<file path="config.mk">
export PLATFORM = sky130hd
export DESIGN_NAME = keyed_fifo_with_search_core
export DESIGN_NICKNAME = d
export VERILOG_FILES = /design/src/rtl/core/kfs_pkg.sv /design/src/rtl/core/kfs_ram.sv /design/src/rtl/core/kfs_front.sv /design/src/rtl/core/kfs_back.sv /design/src/rtl/core/keyed_fifo_with_search_core.sv
export SDC_FILE = /design/constraint.sdc
export NUM_CORES = 2
export LEC_CHECK = 0
export BUFFER_PORTS_ARGS = -buffer_cell sky130_fd_sc_hd__buf_2
export CORE_MARGIN = 2
export CORE_UTILIZATION = 39
export DETAILED_ROUTE_END_ITERATION = 12
export GPL_TIMING_DRIVEN = 0
export MAX_ROUTING_LAYER = met4
export PLACE_DENSITY = 0.53
export SYNTH_ARGS = -nofsm -noshare
export SYNTH_HDL_FRONTEND = slang
export SYNTH_SLANG_ARGS = --single-unit
</file>
<file path="constraint.sdc">
create_clock -name clock -period 14.5 [get_ports clock]
set_clock_uncertainty 0.15 [all_clocks]
set_input_delay 2.9 -clock clock [delete_from_list [all_inputs] [get_ports clock]]
set_output_delay 2.9 -clock clock [all_outputs]
set_load 0.005 [all_outputs]
</file>
<file path="src/rtl/core/kfs_pkg.sv">
// ----------------------------------------------------------------------------
// Keyed FIFO with search: shared definitions
// Sizes, operation and status codes, and the command and entry formats
// used by the front end, the back end and the top level.
// ----------------------------------------------------------------------------
package kfs_pkg;

   // Queue geometry.
   localparam int QUEUE_DEPTH = 16;
   localparam int KEY_BITS    = 16;
   localparam int PTR_W       = $clog2(QUEUE_DEPTH);
   localparam int CNT_W       = $clog2(QUEUE_DEPTH + 1);

   // Port field widths.
   localparam int MODE_BITS   = 2;
   localparam int IN_KEY_BITS = 16;
   localparam int WORD_BITS   = 64;
   localparam int COUNT_BITS  = 5;
   localparam int STATUS_BITS = 2;

   // Command queue between the front and back ends.
   localparam int CMDQ_DEPTH = 2;
   localparam int CMDQ_PTR_W = $clog2(CMDQ_DEPTH);
   localparam int CMDQ_CNT_W = $clog2(CMDQ_DEPTH + 1);

   localparam logic [CNT_W-1:0] FULL_COUNT = CNT_W'(QUEUE_DEPTH);

   // Codes of the mode field.
   localparam logic [MODE_BITS-1:0] MODE_PUSH   = 2'd0;
   localparam logic [MODE_BITS-1:0] MODE_POP    = 2'd1;
   localparam logic [MODE_BITS-1:0] MODE_SEARCH = 2'd2;

   typedef enum logic [1:0] {
      OP_PUSH,
      OP_POP,
      OP_SEARCH,
      OP_NOP
   } op_type;

   typedef enum logic [STATUS_BITS-1:0] {
      ST_OK    = 2'd0,
      ST_FULL  = 2'd1,
      ST_EMPTY = 2'd2
   } status_type;

   typedef enum logic {
      BK_IDLE,
      BK_SEARCH
   } bk_state_type;

   // One classified command as it waits in the command queue.
   typedef struct packed {
      op_type                 op;
      logic [KEY_BITS-1:0]    key;
      logic [WORD_BITS-1:0]   value_a;
      logic [WORD_BITS-1:0]   value_b;
   } cmd_type;

   // One stored queue entry.
   typedef struct packed {
      logic [KEY_BITS-1:0]    key;
      logic [WORD_BITS-1:0]   value_a;
      logic [WORD_BITS-1:0]   value_b;
   } entry_type;

   // Advance a queue pointer with wrap at the queue depth.
   function automatic logic [PTR_W-1:0] next_ptr(input logic [PTR_W-1:0] p);
      logic [PTR_W-1:0] n;
      if (p == PTR_W'(QUEUE_DEPTH - 1)) begin
         n = '0;
      end else begin
         n = p + 1'b1;
      end
      return n;
   endfunction

endpackage

</file>
<file path="src/rtl/core/kfs_ram.sv">
// ----------------------------------------------------------------------------
// Generic RAM
// One write port and one read port with registered read data.
// ----------------------------------------------------------------------------
module kfs_ram #(
   parameter int WIDTH = 8,
   parameter int DEPTH = 16
) (
   input  logic                     clock,
   input  logic                     wr_en,
   input  logic [$clog2(DEPTH)-1:0] wr_addr,
   input  logic [WIDTH-1:0]         wr_data,
   input  logic                     rd_en,
   input  logic [$clog2(DEPTH)-1:0] rd_addr,
   output logic [WIDTH-1:0]         rd_data
);

   logic [WIDTH-1:0] mem_ff [DEPTH];
   logic [WIDTH-1:0] rd_data_ff;

   // Write port.
   always_ff @(posedge clock) begin
      if (wr_en) begin
         mem_ff[wr_addr] <= wr_data;
      end
   end

   // Registered read port.
   always_ff @(posedge clock) begin
      if (rd_en) begin
         rd_data_ff <= mem_ff[rd_addr];
      end
   end

   assign rd_data = rd_data_ff;

endmodule

</file>
<file path="src/rtl/core/kfs_front.sv">
// ----------------------------------------------------------------------------
// Keyed FIFO front end
// Accepts request beats, decodes the mode into an operation and holds the
// commands in a short queue until the back end takes them.
// ----------------------------------------------------------------------------
module kfs_front (
   input  logic                             clock,
   input  logic                             reset,
   input  logic                             req_valid,
   output logic                             req_ready,
   input  logic [kfs_pkg::MODE_BITS-1:0]    req_mode,
   input  logic [kfs_pkg::IN_KEY_BITS-1:0]  req_key,
   input  logic [kfs_pkg::WORD_BITS-1:0]    req_value_a,
   input  logic [kfs_pkg::WORD_BITS-1:0]    req_value_b,
   output logic                             cmd_valid,
   output kfs_pkg::cmd_type                 cmd,
   input  logic                             cmd_pop
);

   kfs_pkg::cmd_type                  cmdq_ff [kfs_pkg::CMDQ_DEPTH];
   logic [kfs_pkg::CMDQ_PTR_W-1:0]    wr_ptr_ff, wr_ptr_in;
   logic [kfs_pkg::CMDQ_PTR_W-1:0]    rd_ptr_ff, rd_ptr_in;
   logic [kfs_pkg::CMDQ_CNT_W-1:0]    fill_ff, fill_in;
   kfs_pkg::cmd_type                  new_cmd;
   logic                              push;

   // Decode the request beat into a command.
   always_comb begin
      new_cmd.key     = kfs_pkg::KEY_BITS'(req_key);
      new_cmd.value_a = req_value_a;
      new_cmd.value_b = req_value_b;
      case (req_mode)
         kfs_pkg::MODE_PUSH:   new_cmd.op = kfs_pkg::OP_PUSH;
         kfs_pkg::MODE_POP:    new_cmd.op = kfs_pkg::OP_POP;
         kfs_pkg::MODE_SEARCH: new_cmd.op = kfs_pkg::OP_SEARCH;
         default:              new_cmd.op = kfs_pkg::OP_NOP;
      endcase
   end

   assign req_ready = (fill_ff != kfs_pkg::CMDQ_CNT_W'(kfs_pkg::CMDQ_DEPTH));
   assign push      = req_valid && req_ready;
   assign cmd_valid = (fill_ff != '0);
   assign cmd       = cmdq_ff[rd_ptr_ff];

   // Queue pointers and fill level.
   always_comb begin
      wr_ptr_in = wr_ptr_ff;
      rd_ptr_in = rd_ptr_ff;
      fill_in   = fill_ff;
      if (push) begin
         if (wr_ptr_ff == kfs_pkg::CMDQ_PTR_W'(kfs_pkg::CMDQ_DEPTH - 1)) begin
            wr_ptr_in = '0;
         end else begin
            wr_ptr_in = wr_ptr_ff + 1'b1;
         end
      end
      if (cmd_pop) begin
         if (rd_ptr_ff == kfs_pkg::CMDQ_PTR_W'(kfs_pkg::CMDQ_DEPTH - 1)) begin
            rd_ptr_in = '0;
         end else begin
            rd_ptr_in = rd_ptr_ff + 1'b1;
         end
      end
      if (push && !cmd_pop) begin
         fill_in = fill_ff + 1'b1;
      end else if (!push && cmd_pop) begin
         fill_in = fill_ff - 1'b1;
      end
   end

   always_ff @(posedge clock) begin
      if (reset) begin
         wr_ptr_ff <= '0;
         rd_ptr_ff <= '0;
         fill_ff   <= '0;
      end else begin
         wr_ptr_ff <= wr_ptr_in;
         rd_ptr_ff <= rd_ptr_in;
         fill_ff   <= fill_in;
      end
   end

   // Command storage.
   always_ff @(posedge clock) begin
      if (push) begin
         cmdq_ff[wr_ptr_ff] <= new_cmd;
      end
   end

endmodule

</file>
<file path="src/rtl/core/kfs_back.sv">
// ----------------------------------------------------------------------------
// Keyed FIFO back end
// Owns the entry store, the head and tail pointers and the entry count.
// Carries out push, pop and search commands and holds the response beat.
// ----------------------------------------------------------------------------
module kfs_back (
   input  logic                             clock,
   input  logic                             reset,
   input  logic                             cmd_valid,
   input  kfs_pkg::cmd_type                 cmd,
   output logic                             cmd_pop,
   output logic                             rsp_valid,
   input  logic                             rsp_ready,
   output logic                             rsp_found,
   output logic [kfs_pkg::WORD_BITS-1:0]    rsp_out_a,
   output logic [kfs_pkg::WORD_BITS-1:0]    rsp_out_b,
   output logic [kfs_pkg::COUNT_BITS-1:0]   rsp_count,
   output logic [kfs_pkg::STATUS_BITS-1:0]  rsp_status
);

   kfs_pkg::bk_state_type             state_ff, state_in;
   logic [kfs_pkg::PTR_W-1:0]         head_ff, head_in;
   logic [kfs_pkg::PTR_W-1:0]         tail_ff, tail_in;
   logic [kfs_pkg::CNT_W-1:0]         cnt_ff, cnt_in;
   logic [kfs_pkg::PTR_W-1:0]         rd_ptr_ff, rd_ptr_in;
   logic [kfs_pkg::CNT_W-1:0]         left_ff, left_in;
   logic [kfs_pkg::KEY_BITS-1:0]      key_ff, key_in;

   logic                              valid_ff, valid_in;
   logic                              found_ff, found_in;
   logic [kfs_pkg::WORD_BITS-1:0]     out_a_ff, out_a_in;
   logic [kfs_pkg::WORD_BITS-1:0]     out_b_ff, out_b_in;
   logic [kfs_pkg::CNT_W-1:0]         count_ff, count_in;
   kfs_pkg::status_type               status_ff, status_in;

   logic                              wr_en;
   kfs_pkg::entry_type                wr_entry;
   logic                              rd_en;
   logic [kfs_pkg::PTR_W-1:0]         rd_addr;
   logic [$bits(kfs_pkg::entry_type)-1:0] rd_bits;
   kfs_pkg::entry_type                rd_entry;
   logic                              slot_free;

   // Entry store: key and both data words side by side.
   kfs_ram #(
      .WIDTH ($bits(kfs_pkg::entry_type)),
      .DEPTH (kfs_pkg::QUEUE_DEPTH)
   ) u_store (
      .clock   (clock),
      .wr_en   (wr_en),
      .wr_addr (tail_ff),
      .wr_data (wr_entry),
      .rd_en   (rd_en),
      .rd_addr (rd_addr),
      .rd_data (rd_bits)
   );

   assign rd_entry         = kfs_pkg::entry_type'(rd_bits);
   assign wr_entry.key     = cmd.key;
   assign wr_entry.value_a = cmd.value_a;
   assign wr_entry.value_b = cmd.value_b;

   // The response slot frees up when its beat is taken.
   assign slot_free = !valid_ff || rsp_ready;

   // Command execution and search walk.
   always_comb begin
      state_in  = state_ff;
      head_in   = head_ff;
      tail_in   = tail_ff;
      cnt_in    = cnt_ff;
      rd_ptr_in = rd_ptr_ff;
      left_in   = left_ff;
      key_in    = key_ff;
      valid_in  = valid_ff && !rsp_ready;
      found_in  = found_ff;
      out_a_in  = out_a_ff;
      out_b_in  = out_b_ff;
      count_in  = count_ff;
      status_in = status_ff;
      cmd_pop   = 1'b0;
      wr_en     = 1'b0;
      rd_en     = 1'b0;
      rd_addr   = rd_ptr_ff;

      case (state_ff)
         kfs_pkg::BK_IDLE: begin
            if (cmd_valid && slot_free) begin
               cmd_pop   = 1'b1;
               found_in  = 1'b0;
               out_a_in  = '0;
               out_b_in  = '0;
               status_in = kfs_pkg::ST_OK;
               valid_in  = 1'b1;
               case (cmd.op)
                  kfs_pkg::OP_PUSH: begin
                     if (cnt_ff == kfs_pkg::FULL_COUNT) begin
                        status_in = kfs_pkg::ST_FULL;
                     end else begin
                        wr_en   = 1'b1;
                        tail_in = kfs_pkg::next_ptr(tail_ff);
                        cnt_in  = cnt_ff + 1'b1;
                     end
                  end
                  kfs_pkg::OP_POP: begin
                     if (cnt_ff == '0) begin
                        status_in = kfs_pkg::ST_EMPTY;
                     end else begin
                        head_in = kfs_pkg::next_ptr(head_ff);
                        cnt_in  = cnt_ff - 1'b1;
                     end
                  end
                  kfs_pkg::OP_SEARCH: begin
                     // An empty queue answers at once; otherwise start the walk.
                     if (cnt_ff != '0) begin
                        valid_in  = 1'b0;
                        rd_en     = 1'b1;
                        rd_addr   = head_ff;
                        rd_ptr_in = kfs_pkg::next_ptr(head_ff);
                        left_in   = cnt_ff;
                        key_in    = cmd.key;
                        state_in  = kfs_pkg::BK_SEARCH;
                     end
                  end
                  default: begin
                  end
               endcase
               count_in = cnt_in;
            end
         end
         kfs_pkg::BK_SEARCH: begin
            // Compare the entry read last cycle and fetch the next one.
            rd_en     = 1'b1;
            rd_ptr_in = kfs_pkg::next_ptr(rd_ptr_ff);
            left_in   = left_ff - 1'b1;
            if (rd_entry.key == key_ff) begin
               found_in = 1'b1;
               out_a_in = rd_entry.value_a;
               out_b_in = rd_entry.value_b;
            end
            if (left_ff == kfs_pkg::CNT_W'(1)) begin
               valid_in = 1'b1;
               count_in = cnt_ff;
               state_in = kfs_pkg::BK_IDLE;
            end
         end
         default: begin
            state_in = kfs_pkg::BK_IDLE;
         end
      endcase
   end

   // Control state.
   always_ff @(posedge clock) begin
      if (reset) begin
         state_ff <= kfs_pkg::BK_IDLE;
         head_ff  <= '0;
         tail_ff  <= '0;
         cnt_ff   <= '0;
         valid_ff <= 1'b0;
      end else begin
         state_ff <= state_in;
         head_ff  <= head_in;
         tail_ff  <= tail_in;
         cnt_ff   <= cnt_in;
         valid_ff <= valid_in;
      end
   end

   // Walk state and response payload.
   always_ff @(posedge clock) begin
      rd_ptr_ff <= rd_ptr_in;
      left_ff   <= left_in;
      key_ff    <= key_in;
      found_ff  <= found_in;
      out_a_ff  <= out_a_in;
      out_b_ff  <= out_b_in;
      count_ff  <= count_in;
      status_ff <= status_in;
   end

   assign rsp_valid  = valid_ff;
   assign rsp_found  = found_ff;
   assign rsp_out_a  = out_a_ff;
   assign rsp_out_b  = out_b_ff;
   assign rsp_count  = kfs_pkg::COUNT_BITS'(count_ff);
   assign rsp_status = status_ff;

`ifndef SYNTH
   // The entry count never passes the queue depth.
   a_cnt_bound: assert property (@(posedge clock) disable iff (reset)
      cnt_ff <= kfs_pkg::FULL_COUNT)
      else $error("entry count above queue depth");

   // An empty queue has its head and tail together.
   a_empty_ptrs: assert property (@(posedge clock) disable iff (reset)
      (cnt_ff == '0) |-> (head_ff == tail_ff))
      else $error("empty queue with head and tail apart");

   // No response beat is shown while a search walk is running.
   a_walk_quiet: assert property (@(posedge clock) disable iff (reset)
      (state_ff == kfs_pkg::BK_SEARCH) |-> !valid_ff)
      else $error("response valid during search walk");

   // A dropped push reports a full queue.
   a_full_status: assert property (@(posedge clock) disable iff (reset)
      (valid_ff && status_ff == kfs_pkg::ST_FULL) |-> (count_ff == kfs_pkg::FULL_COUNT))
      else $error("full status with queue not full");
`endif

endmodule

</file>
<file path="src/rtl/core/keyed_fifo_with_search_core.sv">
// ----------------------------------------------------------------------------
// Keyed FIFO with search
// Bounded FIFO of key plus two data word entries, with push, pop and
// newest-match search by key. One response beat per request beat.
//
//   Channel  Direction  Handshake            Payload
//   req_     in         req_valid/req_ready  mode, key, value_a, value_b
//   rsp_     out        rsp_valid/rsp_ready  found, out_a, out_b, count, status
//
// Push, pop and unused modes are carried out in the back end once dequeued.
// A search walks the held entries oldest to newest through the single
// read port of the entry store.
// A two-beat command queue keeps accepting requests while a response waits.
// Synchronous reset empties the queue; no clearing pass is needed.
// ----------------------------------------------------------------------------
module keyed_fifo_with_search_core (
   input  logic                             clock,
   input  logic                             reset,
   input  logic                             req_valid,
   output logic                             req_ready,
   input  logic [kfs_pkg::MODE_BITS-1:0]    req_mode,
   input  logic [kfs_pkg::IN_KEY_BITS-1:0]  req_key,
   input  logic [kfs_pkg::WORD_BITS-1:0]    req_value_a,
   input  logic [kfs_pkg::WORD_BITS-1:0]    req_value_b,
   output logic                             rsp_valid,
   input  logic                             rsp_ready,
   output logic                             rsp_found,
   output logic [kfs_pkg::WORD_BITS-1:0]    rsp_out_a,
   output logic [kfs_pkg::WORD_BITS-1:0]    rsp_out_b,
   output logic [kfs_pkg::COUNT_BITS-1:0]   rsp_count,
   output logic [kfs_pkg::STATUS_BITS-1:0]  rsp_status
);

   logic             cmd_valid;
   kfs_pkg::cmd_type cmd;
   logic             cmd_pop;

   // Request decode and command queue.
   kfs_front u_front (
      .clock       (clock),
      .reset       (reset),
      .req_valid   (req_valid),
      .req_ready   (req_ready),
      .req_mode    (req_mode),
      .req_key     (req_key),
      .req_value_a (req_value_a),
      .req_value_b (req_value_b),
      .cmd_valid   (cmd_valid),
      .cmd         (cmd),
      .cmd_pop     (cmd_pop)
   );

   // Entry store, pointers and response register.
   kfs_back u_back (
      .clock      (clock),
      .reset      (reset),
      .cmd_valid  (cmd_valid),
      .cmd        (cmd),
      .cmd_pop    (cmd_pop),
      .rsp_valid  (rsp_valid),
      .rsp_ready  (rsp_ready),
      .rsp_found  (rsp_found),
      .rsp_out_a  (rsp_out_a),
      .rsp_out_b  (rsp_out_b),
      .rsp_count  (rsp_count),
      .rsp_status (rsp_status)
   );

endmodule

</file>
======== Word-level counts from Yosys, hierarchy flattened ========
Memories as Yosys holds them, arrays and structs flattened. A register that Yosys moved wholly into a read port is not among the register bits.
Index checks and enable logic that the tools add are counted.
word-level totals
  input bits .............................. 150
  memories kept ........................... 2
  bits in registers ....................... 180
  logic and storage cells ................. 130
  bits in writable memories ............... 2596
memory list
  name                   words  bits a word  read ports  clocked after memory_dff  write ports  line             text
  u_back.u_store.mem_ff  16     144          1           1                         1            kfs_ram.sv:18    logic [WIDTH-1:0] mem_ff [DEPTH];
  u_front.cmdq_ff        2      146          1           1                         1            kfs_front.sv:20  kfs_pkg::cmd_type cmdq_ff [kfs_pkg::CMDQ_DEPTH];
cells by class
  add/sub/neg operators ................... 10
  reductions and logical operators ........ 23
  equal/unequal tests ..................... 16
  bitwise gates (word level) .............. 3
  muxes and demuxes ....................... 60
operators with widths
  operator                                          number
  one-hot mux 64 bit (2 select lines)               2
  two-way mux 64 bit                                3
  two-way mux 4 bit                                 10
  two-way mux 5 bit                                 7
  one-hot mux 5 bit (2 select lines)                3
  two-way mux 1 bit                                 25
  == test 16 bit                                    1
  adder 4 x 1 -> 4 bit, second input constant       3
  == test 4 bit, second input constant              3
  AND reduction 4 bit                               3
  subtractor 5 x 1 -> 5 bit, second input constant  2
  inequality test 2 bit, second input constant      4
  one-hot mux 1 bit (2 select lines)                4
  one-hot mux 4 bit (2 select lines)                1
  two-way mux 2 bit                                 3
  one-hot mux 2 bit (3 select lines)                1
  AND reduction 2 bit                               3
  adder 5 x 1 -> 5 bit, second input constant       1
  == test 5 x 1 -> 1 bit, second input constant     1
  == test 5 bit, second input constant              1
  logical AND 1 bit                                 5
  logical NOT 5 bit                                 1
  nonzero test 5 bit                                1
  == test 2 x 1 -> 1 bit, second input constant     2
  other kinds (12)                                  22

======== Logic depth before layout (Yosys ltp) ========
  depth in word-level cells ............... 8
  depth in mapped cells ................... 17
  depth with buffers taken out ............ 9

======== Modules after synthesis ========
From an unflattened synthesis, not the netlist that was laid out.
second synthesis, totals
  cell total of the unflattened synthesis .. 4751
  area total of the unflattened synthesis .. 108890.7 sq um
by module, submodules not included
  module     times used  area each (sq um)  cells an instance
  kfs_ram    1           90885.9            3773
  kfs_front  1           10829.1            480
  kfs_back   1           7175.6             498

======== Least setup slack after synthesis ========
Ideal clock, no wire load.
  path type ............................... in2reg
  start ................................... input rsp_ready
  end ..................................... memory u_back.u_store.mem_ff[3][0] (netlist name) (enable)
  library setup time ...................... 823 ps
  cell stages on the path ................. 6
  slack ................................... -120 ps
  arrival ................................. 13646 ps
  path through ............................ nor2b_1 > or3_1 > buf_2 > nor2_1 > nand2_1 > nor3_1
on the way
  longest elaborated chain between the ends .. 6
RTL lines
  item                                     line                               text
  from (decl)                              keyed_fifo_with_search_core.sv:26  input logic rsp_ready,
  logical OR 1 bit                         kfs_back.sv:64                     assign slot_free = !valid_ff || rsp_ready;
  logical AND 1 bit                        kfs_back.sv:88                     if (cmd_valid && slot_free) begin
  two-way mux 1 bit                        kfs_back.sv:88
  two-way mux 1 bit                        kfs_back.sv:86                     case (state_ff)
  two-way mux 1 bit                        kfs_ram.sv:23                      if (wr_en) begin
  two-way mux 1 bit (not written as such)  kfs_ram.sv:24                      mem_ff[wr_addr] <= wr_data;
  to (decl)                                kfs_ram.sv:18
No other way between the ends.

======== Final worst setup path ========
  start ................................... input rsp_ready
  end ..................................... register u_back.u_store.rd_data_ff[134], in the netlist u_back.u_store.rd_data[134], read port of u_back.u_store.mem_ff, data pin
on the way
  longest elaborated chain between the ends .. 4
  elaborated cells between the ends (all ways) .. 6
  those cells by class .................... mux: 4; reduce/logical: 2
RTL lines
  item                                                                            line            text
  logical OR 1 bit *                                                              kfs_back.sv:64
  logical AND 1 bit *                                                             kfs_back.sv:88
  two-way mux 1 bit / two-way mux 4 bit (equally long branches)                   kfs_back.sv:88
  one-hot mux 1 bit (2 select lines) / two-way mux 4 bit (equally long branches)  kfs_back.sv:86
  to (decl)                                                                       kfs_ram.sv:19   logic [WIDTH-1:0] rd_data_ff;
Every way passes the cells marked *; elsewhere a longest branch is shown, timed or not.
A chain may end at the register's enable or synchronous reset.

==> results.md <==
Synthesis:
- The average instance in the mapped netlist occupies 16.9 sq um.
- The portion of the post-synthesis area used by sequential elements is 78.2%.
- The gate count after technology mapping is 6618.
- The net count after synthesis is 6779.
- The async set-or-reset flop fraction in the synthesized netlist is 0%.
- During synthesis, Yosys emitted a total of 0 warnings.
- The flop and latch count out of synthesis is 2921.
- In the synthesized netlist the dominant register cell turns out to be edfxtp_1.
- The netlist area before placement is 0.112 sq mm.
- The count of unique library cells instantiated by Yosys is 49.
- Yosys mapped a number of flops with a built-in enable equal to 2901.

Critical path:
- Along the worst path, the maximum fanout reaches 10.
- The endpoint identified for the worst register-to-register timing path is u_back.u_store.rd_data[134]$_DFFE_PP_.
- The cell with the biggest individual delay on the critical path is clkbuf_1.
- The worst flop-to-flop path startpoint is u_back.cnt_ff[1]$_SDFFE_PP0P_.
- The cell that appears most often on the critical path is buf_2.
- The element type at the critical path start is a primary input.
- Among cell families on the critical path, the largest total delay comes from buffers and inverters.
- At the worst endpoint, the arrival time is 8230 ps.
- The critical path starts at rsp_ready.
- For the worst flop-to-flop path, the logic depth is 15.
- The critical path goes through buf_2 -> nor2b_1 -> or3_1 -> buf_2 -> or3_1 -> buf_4 -> nand2_2 -> buf_2 -> buf_2 -> clkbuf_1 -> nand2_1 -> a221oi_1 -> a211o_1.
- Counting buffers and inverters, the worst setup path is 13 cells deep.
- STA puts the critical path data required time at 15140 ps.
- Setup slack on the worst reg-to-reg path comes out at 7960 ps.
- The number of buffer and inverter stages on the critical path is 6.
- The largest stage delay on the critical path is 1020 ps.
- The worst setup path is captured at a flop.
- The critical path is of the in2reg type.

Clock network:
- At the later pin of the worst-skew pair, clock insertion delay measures 920 ps.
- The number of buffers created by CTS is 316.
- The H-tree was split into 5 levels.
- The maximum count of clock buffers along a single path is 4.
- Clock-pin slew was measured on the worst setup and hold paths at 60 ps.
- Post-CTS repair changed the size of 0 cells.
- The root buffer selected by CTS is clkbuf_16.
- Buffers inserted to repair hold after CTS numbered 0.
- TritonCTS built the clock tree.
- The tree built by TritonCTS fans out to 2921 sinks.
- The post-CTS setup repair buffer count is 0.

Die:
- The die outline height is 540 um.
- The die covers 0.291 sq mm.
- The die extent in x is 540 um.
- Pin placement for this block handled 288 I/O pins.
- The core outline area is 0.285 sq mm.
- Once the floorplan was initialized, standard cells occupied 39.2% of the core.
- Row generation in the floorplan step produced 196 rows.

Routing:
- The first detailed-routing pass took 6 iterations.
- The detailed router finished its first iteration with 8752 violations.
- In the routed design, unresolved DRC markers number 0.
- The detailed-route via count is 67370.
- The remaining number of nets flagged by the antenna check after routing is 1.
- The final wirelength is 371000 um.
- After detailed routing, the number of vias per cell comes to 5.89.
- Dividing the detail-routed wire length by the instance count gives 32.4 um.

Run status:
- The run finished, with violations left.
- The checks that failed: antenna rules, capacitance limit, slew limit.

Min path:
- The sink of the worst hold path is u_back.rsp_out_b[28]$_SDFFCE_PN0P_.
- The depth of the worst hold-timing path is 1.
- The min-delay analysis places its worst path in the category reg2reg.
- The worst hold path begins at u_back.u_store.rd_data[28]$_DFFE_PP_.

Timing:
- The time the worst path needs with I/O delays and setup is 7590 ps.
- Setup repair after global routing left no endpoint under its margin.
- The count of pins over their slew limit is 12.
- The total negative slack is 0 ps.
- Setup violations remaining at the end of the flow were counted as 0.
- The transition time at the pin with the least slew margin is 1520 ps.
- The count of final hold-check violations is 0.
- The share of the clock period used by the worst path is 52.3%.
- The achievable clock frequency is 132 MHz.
- The worst slew margin relative to its limit is -1.06%.

Power and ir drop:
- In this run the static leakage power is 44.5 nW.
- The overall power consumption is 23.6 mW.
- IR analysis of the VDD net gives a maximum drop of 0.142 mV.
- Power spread over the standard cell area amounts to 179 mW/mm^2.

GRT:
- The number of global-route vias before repair is 65709.
- The number of antenna violations at the first check in global routing is 39.
- Across every metal layer, demand over resource in global routing totals 25.6%.
- The first-pass GRT wire length is 512000 um.
- The total overflow left after global routing is 0.
- Entering global routing, the biggest net connects 53 pins.

Placement:
- The number of port buffers is 284.
- At the end of routability-driven placement, the weighted congestion stood at 0.840.
- Detailed placement finished with a half-perimeter wire length of 248000 um.

Job:
- The max-capacitance violation count is 3.

Finish:
- Relative to the synthesized area, the layout overhead comes to 18.2%.
- The post-route netlist has 15.6% of its cells at a drive strength greater than 1.
- The number of nets in the final layout is 7566.
[cell usage after synthesis (101+ instances only)]
| cell type | n | area, sq um |
|---|---|---|
| a311oi_1 | 190 | 1660 |
| and3_1 | 612 | 3830 |
| edfxtp_1 | 2901 | 87100 |
| nand2_1 | 529 | 1990 |
| a221oi_1 | 101 | 885 |
| and2_1 | 131 | 820 |
| a211oi_1 | 631 | 4740 |
| mux2i_1 | 240 | 2400 |
| clkbuf_1 | 384 | 1440 |
| a211o_1 | 134 | 1170 |
| mux2_2 | 150 | 1690 |
| a21oi_1 | 140 | 701 |
| a2111oi_0 | 134 | 1170 |
[layout make-up]
class                           instances  area (sq um)
Sequential cell                      2921         87500
Antenna cell                           22          55.1
Tap cell                             3762          4710
Buffer                                516          2200
Fill cell                           24532        153000
Clock buffer                          397          8310
Clock inverter                        173          1640
Inverter                               13          48.8
Timing Repair Buffer                  469          5390
Multi-Input combinational cell       3168         22500
[worst max path at each step]
stage / end
floorplan: u_back.rsp_found$_DFFE_PP_
global placement: u_back.rsp_out_a[9]$_SDFFCE_PN0P_
detailed placement: u_back.u_store.rd_data[127]$_DFFE_PP_
CTS: u_back.u_store.rd_data[127]$_DFFE_PP_
global route: u_back.u_store.rd_data[127]$_DFFE_PP_
finish: u_back.u_store.rd_data[134]$_DFFE_PP_
[state kept, by name (all words and copies together), names as in the netlist, named ones only]
name and cells:
u_back.rsp_found 1, u_front.wr_ptr_ff 1, u_front.rd_ptr_ff 1, u_back.tail_ff 4, u_back.head_ff 4, u_back.u_store.mem_ff 2304, u_front.cmdq_ff 292, u_back.rsp_count 5
u_back.rsp_status 2, u_back.key_ff 16, u_front.fill_ff 2, u_back.rsp_valid 1, u_back.rd_ptr_ff 4, u_back.u_store.rd_data 144, u_back.rsp_out_b 64, u_back.state_ff 1
u_back.cnt_ff 5, u_back.rsp_out_a 64, u_back.left_ff 5
[per-layer routing]
metal	wire length [um]	vias up	share of wire [%]	global-route usage [%]
li1	-	28422	-	-
met4	13800	0	3.7	8.84
met5	0	-	0	-
met1	152000	34865	41	34.3
met3	33900	611	9.1	4.80
met2	172000	3472	46	39.1
[placed cells by master, fill, tap and decap left out, drive strengths merged, types with 19 or more instances in the layout]
cell,count
edfxtp,2901
clkbuf,782
a211oi,631
and3,612
buf,600
nand2,531
mux2i,241
a311oi,190
mux2,150
a21oi,140
clkinv,135
a211o,134
a2111oi,134
and2,131
a221oi,101
nor2,42
inv,25
diode,22
xor2,22
dfxtp,20
bufinv,19
[cells by family after synthesis]
kind of cell             Yosys count  synth area share (%)
flip-flops                      2921                  78.2
AND/OR/NAND/NOR                 1374                  6.40
AO/OA/AOI/OAI                   1362                  9.43
buffers and inverters            529                  1.99
multiplexers                     391                  3.67
XOR/XNOR                          30                 0.235
adder cells (fa/ha/maj)           11                 0.123
[where the power goes]
part,total (mW),switching [mW],internal (mW)
clock network,7.84,3.40,4.44
registers,10.7,0.136,10.6
logic,5.07,3.70,1.36
total,23.6,7.25,16.4
[stage by stage]
stage	instance area, sq um	hold slack, ps	util, %	cells	setup WS [ps]
4_1_cts	132000	369	46.3	11418	7240
5_1_grt	132000	386	46.3	11428	7050
2_1_floorplan	112000	322	-	6618	3210
3_5_place_dp	122000	357	42.9	10848	6280
3_3_place_gp	118000	334	41.4	10664	-5490
6_report	132000	367	46.4	11441	6910
No activity file was read; power rests on OpenSTA's default activity.
